`src/mtr_ram.sv`:
```
// ----------------------------------------------------------------------------
// mtr_ram
// Generic single-write, single-read RAM with registered read data.
// ----------------------------------------------------------------------------
module mtr_ram #(
  parameter int WIDTH = 8,
  parameter int DEPTH = 8
) (
  input  logic                                         clk,
  input  logic                                         we,
  input  logic [((DEPTH > 1) ? $clog2(DEPTH) : 1)-1:0] waddr,
  input  logic [WIDTH-1:0]                             wdata,
  input  logic [((DEPTH > 1) ? $clog2(DEPTH) : 1)-1:0] raddr,
  output logic [WIDTH-1:0]                             rdata
);

  logic [WIDTH-1:0] mem [DEPTH];

  always_ff @(posedge clk) begin
    if (we) begin
      mem[waddr] <= wdata;
    end
    rdata <= mem[raddr];
  end

endmodule

```
`config.mk`:
```
export PLATFORM = sky130hd
export DESIGN_NAME = mtr_ram
export DESIGN_NICKNAME = d
export VERILOG_FILES = /design/src/mtr_ram.sv
export SDC_FILE = /design/constraint.sdc
export NUM_CORES = 1
export LEC_CHECK = 0
export ABC_AREA = 1
export BUFFER_PORTS_ARGS = -buffer_cell sky130_fd_sc_hd__clkbuf_2
export CORE_MARGIN = 2
export CORE_UTILIZATION = 35
export DETAILED_ROUTE_END_ITERATION = 8
export PLACE_DENSITY = 0.54
export SETUP_SLACK_MARGIN = 0.3
export SYNTH_ARGS = -nofsm -noshare
export SYNTH_HDL_FRONTEND = slang
export SYNTH_SLANG_ARGS = --single-unit
```
`constraint.sdc`:
```
create_clock -name clk -period 1 [get_ports clk]
set_input_delay 0.05 -clock clk [delete_from_list [all_inputs] [get_ports clk]]
set_output_delay 0.05 -clock clk [all_outputs]
set_load 0.01 [all_outputs]
```
==> results of run 1 <==
## timing repair
item / 4_1_cts / 5_1_grt
resized for setup: 10 / 21
pin swaps: 6 / 5
endpoints found under the setup margin: 16 / 16
hold endpoints to repair: 0 / 0
## stage by stage
stage	TNS (ps)	power (mW)
final	0	6.91
after global placement	0	3.99
after CTS	0	6.91
after floorplan	0	3.80
after global routing	0	7.15
after detailed placement	-10.8	3.99
## state kept, by name, indices dropped and copies added (netlist names)
name   flops
rdata      8
mem       64
## path summary, 6_finish.rpt
path                       startpoint                   to  slack (ps)  cells after the start
setup / recovery  mem[4][1]$_DFFE_PP_     rdata[1]$_DFF_P_         110                      6
hold / removal               wdata[2]  mem[5][2]$_DFFE_PP_          40                      1
setup reg to reg  mem[4][1]$_DFFE_PP_     rdata[1]$_DFF_P_         110                      6
hold reg to reg   mem[6][3]$_DFFE_PP_     rdata[3]$_DFF_P_         630                      6
## layout make-up
cell class	instances	share of cell area (%)
Multi-Input combinational cell	150	20.2
Timing Repair Buffer	26	4.79
Inverter	70	7.25
Sequential cell	72	57.0
Clock buffer	9	3.39
Tap cell	108	3.69
Clock inverter	7	3.66
## layer usage
layer / share of wire, % / track usage (%) / vias up
met5: 0 / 0 / -
met4: 1.6 / 8.01 / 0
met3: 3.9 / 2.45 / 8
met2: 51 / 24.9 / 42
met1: 44 / 20.8 / 898
li1: - / - / 983
## power by group through the flow
stage | logic (mW) | registers (mW) | clock network (mW)
floorplan | 0.298 | 3.50 | 0
global placement | 0.503 | 3.49 | 0
detailed placement | 0.502 | 3.49 | 0
CTS | 0.513 | 3.43 | 2.97
global route | 0.601 | 3.44 | 3.11
finish | 0.530 | 3.43 | 2.95
## cell usage in the layout, fill, tap and decap left out
cell type	n
nand3_1	22
bufinv_16	4
nor2_4	8
nand2_4	1
buf_12	1
nand2_2	7
nand2_1	102
clkbuf_2	15
inv_4	1
clkinv_2	2
inv_1	63
buf_2	4
buf_4	2
dfxtp_1	4
buf_6	4
dfxtp_2	4
inv_2	6
nand3_2	10
clkinv_1	1
clkbuf_8	9
edfxtp_1	64
## kinds of logic (layout without fill, tap and decap cells)
| kind of cell | Yosys count | in the layout | synth area share [%] |
|---|---|---|---|
| buffers and inverters | 81 | 112 | 12.0 |
| DFF | 72 | 72 | 68.3 |
| and+or+nand+nor | 150 | 150 | 19.8 |
==> results.json, run 1 <==
{
  "switching_share_pct": 20.9,
  "routedWlPerCell_um": 15.4,
  "synth_area_leaders": "edfxtp_1 (63%), nand2_1 (14%), inv_1 (8.4%)",
  "seq_power_share_pct": 49.6,
  "path_buf_inv": 1,
  "yosysWarnings": 0,
  "drive_above_1_share_pct": 23.4,
  "fin_util_pct": 42.6,
  "synth_common_cells": "nand2_1 (110), inv_1 (68), edfxtp_1 (64)",
  "coreArea_um2": 8590,
  "setup_viol": 0,
  "postLayoutCellArea_um2": 3660,
  "dieWidth_um": 97.4,
  "dr.pass1.iters": 4,
  "grt_max_degree": 33,
  "cp.required_ps": 1220,
  "vias": 1931,
  "yosysTopAreaCell": "edfxtp_1",
  "p_per_area_nw_per_um2": 1890,
  "antenna_found_initial": 0,
  "p_comb_share_pct": 7.7,
  "cp.arrival_ps": 1120,
  "synth_most_common_cell": "nand2_1",
  "path_clk_slew_ps": 80,
  "synth-edff-count": 64,
  "wl_mm": 6.79,
  "outcome": "completed",
  "synth-async-reset-ratio_pct": 0,
  "power_frac_clock_pct": 42.7,
  "min_path_type": "input port to flop",
  "die_h_um": 97.4,
  "synth_fp_nets": 319,
  "startpoint_type": "flop",
  "clkLatencyLatePin_ps": 340,
  "cp_slowest_cell": "edfxtp_1",
  "drv_slew": 0,
  "fin_crit_ps": 891,
  "post_dp_cell_area_um2": 3310,
  "cts_setup_buffers": 0,
  "multiInputGateArea_um2": 738,
  "pre_cts_slack_ps": -10.8,
  "cts_tree": "yes",
  "dp_hpwl_mm": 4.60,
  "cts_made_buffers": 9,
  "critPathCaptureType": "flop",
  "diodes": 0,
  "crit_path_cell_trace": "inv_1 > nand2_1 > nand3_1 > nand2_1 > nand2_1 > nand2_1",
  "dp.cells": 426,
  "synth.cell_area_um2": 3050,
  "clock-root-buffer": "clkbuf_8",
  "crit_path_max_incr_delay_ps": 370,
  "slew_headroom_pct": 76.1,
  "fin_nets": 345,
  "place_congestion": 0.801,
  "syn_to_final_growth_pct": 19.9,
  "intPower_mw": 5.47,
  "clock_path_buffers": 2,
  "seq_area_um2": 2090,
  "overflow": 0,
  "drtIter0Drc": 156,
  "fill_cells": 834,
  "clock-sinks": 72,
  "fp.dieArea_um2": 9480,
  "htree_num_levels": 3,
  "drc": 0,
  "leakage_nw": 1.66,
  "grt_pass1_vias": 1942,
  "floorplan.initialDensity_pct": 35.5,
  "cts.hold.buffers_added": 0,
  "netlist_instances": 303,
  "path_class": "flop to flop",
  "ys.flop_type": "edfxtp_1",
  "crit_family": "flip-flops",
  "synth_cell_types": 11,
  "rows": 34,
  "synth_top_area_share_pct": 63.0,
  "fin_ws_ps": 109,
  "drv_cap": 0,
  "yosysSeqAreaShare_pct": 68.3,
  "ios": 24,
  "rsz0062_at_grt": "yes",
  "final_cells": 442,
  "grt_util_all_layers_pct": 15.6,
  "critPathMaxFanout": 1,
  "tightest_slew_ps": 358,
  "hold_viol": 0,
  "max_freq_mhz": 1120,
  "grt_pass1_wl_mm": 10.9,
  "ys_seq_elements": 72,
  "io_buffers": 23,
  "via_per_inst": 4.37,
  "power_switching_mw": 1.45,
  "fin_crit_sh_pct": 89.1,
  "ir_drop_v": 0.00108,
  "crit_top_cell": "nand2_1",
  "drtAntennaViolNets": 0,
  "clock_skew_ps": 9.63,
  "fin_hold_ws_ps": 41.5,
  "synth.avg_cell_area_um2": 10.1
}
(Power assumes the default switching activity.)
==> run 2, diff against run 1 <==
- ABC_AREA: 1 -> 0
- PLACE_DENSITY: 0.54 -> 0.55
- RECOVER_POWER: unset -> 25
- SETUP_SLACK_MARGIN: 0.3 -> 0.5
==> results.json, run 2 <==
{
  "synth_top_area_share_pct": 71.4,
  "synth_common_cells": "edfxtp_1 (64), mux4_1 (15), dfxtp_1 (8), mux2_2 (8), nor2_1 (6)",
  "drv_cap": 0,
  "rsz0062_at_grt": "yes",
  "cp.arrival_ps": 1480,
  "grt_max_degree": 17,
  "synth_cell_types": 14,
  "power_mw": 7.14,
  "crit_path_end": "rdata[5]$_DFF_P_",
  "die_h_um": 91.7,
  "largest_register_ffs": 64,
  "leakage_nw": 1.24,
  "diodes": 0,
  "synth-edff-count": 64,
  "synth_area_leaders": "edfxtp_1 (71%), mux4_1 (15%), dfxtp_1 (6.0%)",
  "slew_headroom_pct": 78.8,
  "fill_cells": 577,
  "drive_above_1_share_pct": 54.8,
  "routedWlPerCell_um": 18.3,
  "place_congestion": 0.689,
  "r2r-end": "rdata[5]$_DFF_P_",
  "cts_made_buffers": 9,
  "hold_start": "wdata[7]",
  "r2r_cells": 2,
  "crit_path_cell_trace": "mux4_2 > mux2_4",
  "fin_crit_ps": 1250,
  "min_path_type": "input port to flop",
  "p_per_area_nw_per_um2": 1960,
  "drtIter0Drc": 32,
  "synth-async-reset-ratio_pct": 0,
  "cp_slowest_cell": "mux4_2",
  "io_buffers": 23,
  "yosysSeqAreaShare_pct": 77.4,
  "ir_drop_v": 0.000762,
  "htree_num_levels": 3,
  "vias": 1240,
  "outcome": "finished, violations left",
  "rows": 31,
  "cp.required_ps": 1230,
  "clock_path_buffers": 2,
  "via_per_inst": 4.68,
  "drc": 0,
  "reg_top3": "mem (64), rdata (8)",
  "startpoint": "mem[6][5]$_DFFE_PP_",
  "dr.pass1.iters": 4,
  "fp.dieArea_um2": 8410,
  "synth.cell_area_um2": 2690,
  "grt_pass1_vias": 1344,
  "final_cell_mix": "edfxtp_1 (64), mux4_2 (16), buf_12 (12)",
  "synth_fp_nets": 130,
  "clock_skew_ps": 5.32,
  "crit_path_max_incr_delay_ps": 490,
  "dp_hpwl_mm": 3.05,
  "synth.avg_cell_area_um2": 23.6,
  "path_clk_slew_ps": 70,
  "antenna_found_initial": 0,
  "overflow": 0,
  "drv_slew": 0,
  "coreArea_um2": 7330,
  "clock-root-buffer": "clkbuf_8",
  "setup_viol": 8,
  "ios": 24,
  "startpoint_type": "flop",
  "synth_most_common_cell": "edfxtp_1",
  "ys.flop_type": "edfxtp_1",
  "yosysTopAreaCell": "edfxtp_1",
  "ys_seq_elements": 72,
  "final_common_cell": "edfxtp_1",
  "ff2ff_setup_slack_ps": -250,
  "floorplan.initialDensity_pct": 36.7,
  "tightest_slew_ps": 317,
  "hold_viol": 0,
  "dieWidth_um": 91.7,
  "grt_util_all_layers_pct": 12.8,
  "clock-sinks": 72,
  "grt_pass1_wl_mm": 7.49,
  "max_freq_mhz": 801,
  "fin_crit_sh_pct": 125,
  "largest-register": "mem",
  "critPathMaxFanout": 1,
  "yosysWarnings": 0,
  "syn_to_final_growth_pct": 35.3,
  "drtAntennaViolNets": 0,
  "timing.rr.start": "mem[6][5]$_DFFE_PP_",
  "fin_util_pct": 49.7,
  "fin_nets": 177,
  "netlist_instances": 114,
  "violations": "negative setup slack",
  "fin_ws_ps": -248,
  "wl_mm": 4.86,
  "clkLatencyLatePin_ps": 340,
  "path_class": "flop to flop",
  "critPathCaptureType": "flop",
  "cts_tree": "yes"
}
run 2: cell types whose count changed in the layout (fill, tap and decap cells not counted), moves of 6 or more:
cell      change
nand2_1     -102
inv_1        -63
nand3_1      -22
mux4_2       +16
buf_12       +11
clkbuf_2     -10
nand3_2      -10
clkbuf_1      +7
nand2_2       -7
inv_2         -6
run 2: final cells by class:
cell class | count | area [um^2] | area share, %
flip-flops and latches | 72 | 2090 | 57.3
multi-input cells | 37 | 643 | 17.7
repair buffers | 41 | 505 | 13.9
clock inverters | 6 | 155 | 4.26
clock buffers | 10 | 128 | 3.50
well taps | 99 | 124 | 3.40
run 2: stage by stage:
stage                     std cells  setup WS, ps  TNS (ps)  instance area, um^2  hold slack (ps)
final                           265          -248     -1710                 3640             10.9
after global routing            265          -268     -1990                 3640             6.30
after CTS                       264          -253     -1750                 3600            -34.3
after detailed placement        248          -284     -3410                 3220              339
after global placement          248          -258     -2910                 3220              311
after floorplan                 114          -156     -1250                 2770              149
run 2: power by group:
part / leakage (nW) / internal [mW] / switching (mW) / total [mW]
clock network: 0.140 / 2.16 / 1.01 / 3.17
logic: 0.451 / 0.310 / 0.231 / 0.541
registers: 0.649 / 3.40 / 0.0309 / 3.43
total: 1.24 / 5.87 / 1.27 / 7.14
run 2: kinds of logic (layout without fill, tap and decap cells):
kind of cell | Yosys count | in the layout | share of synthesized area (%)
flip-flops | 72 | 72 | 77.4
buffers and inverters | 5 | 57 | 1.63
multiplexers | 24 | 24 | 18.8
AND/OR/NAND/NOR | 13 | 13 | 2.19
run 2: worst min path at each step:
stage | end | slack [ps] | cells after the start
finish | mem[3][7]$_DFFE_PP_ | 10 | 1
floorplan | mem[0][0]$_DFFE_PP_ | 150 | 0
CTS | mem[6][2]$_DFFE_PP_ | -30 | 1
global route | mem[1][7]$_DFFE_PP_ | 6 | 1
global placement | mem[0][5]$_DFFE_PP_ | 310 | 1
detailed placement | mem[5][5]$_DFFE_PP_ | 340 | 1
run 2: what timing repair did:
item                                   4_1_cts  5_1_grt
setup endpoints to repair                   80       78
pin swaps                                    3        0
gates resized for setup                     19       15
endpoints found under the hold margin       56       34
setup buffers                                0        1
run 2: metal layers:
layer / part of all wire [%] / vias up / GRT usage [%]
met1: 41 / 645 / 14.4
li1: - / 564 / -
met2: 54 / 23 / 21.9
met4: 1.8 / 0 / 6.72
met3: 3.5 / 8 / 4.03
met5: 0 / - / 0
run 2: critical path, delay by kind of cell (launching register included):
family  cells  cell delay (ps)
flops       1              380
mux         2              760
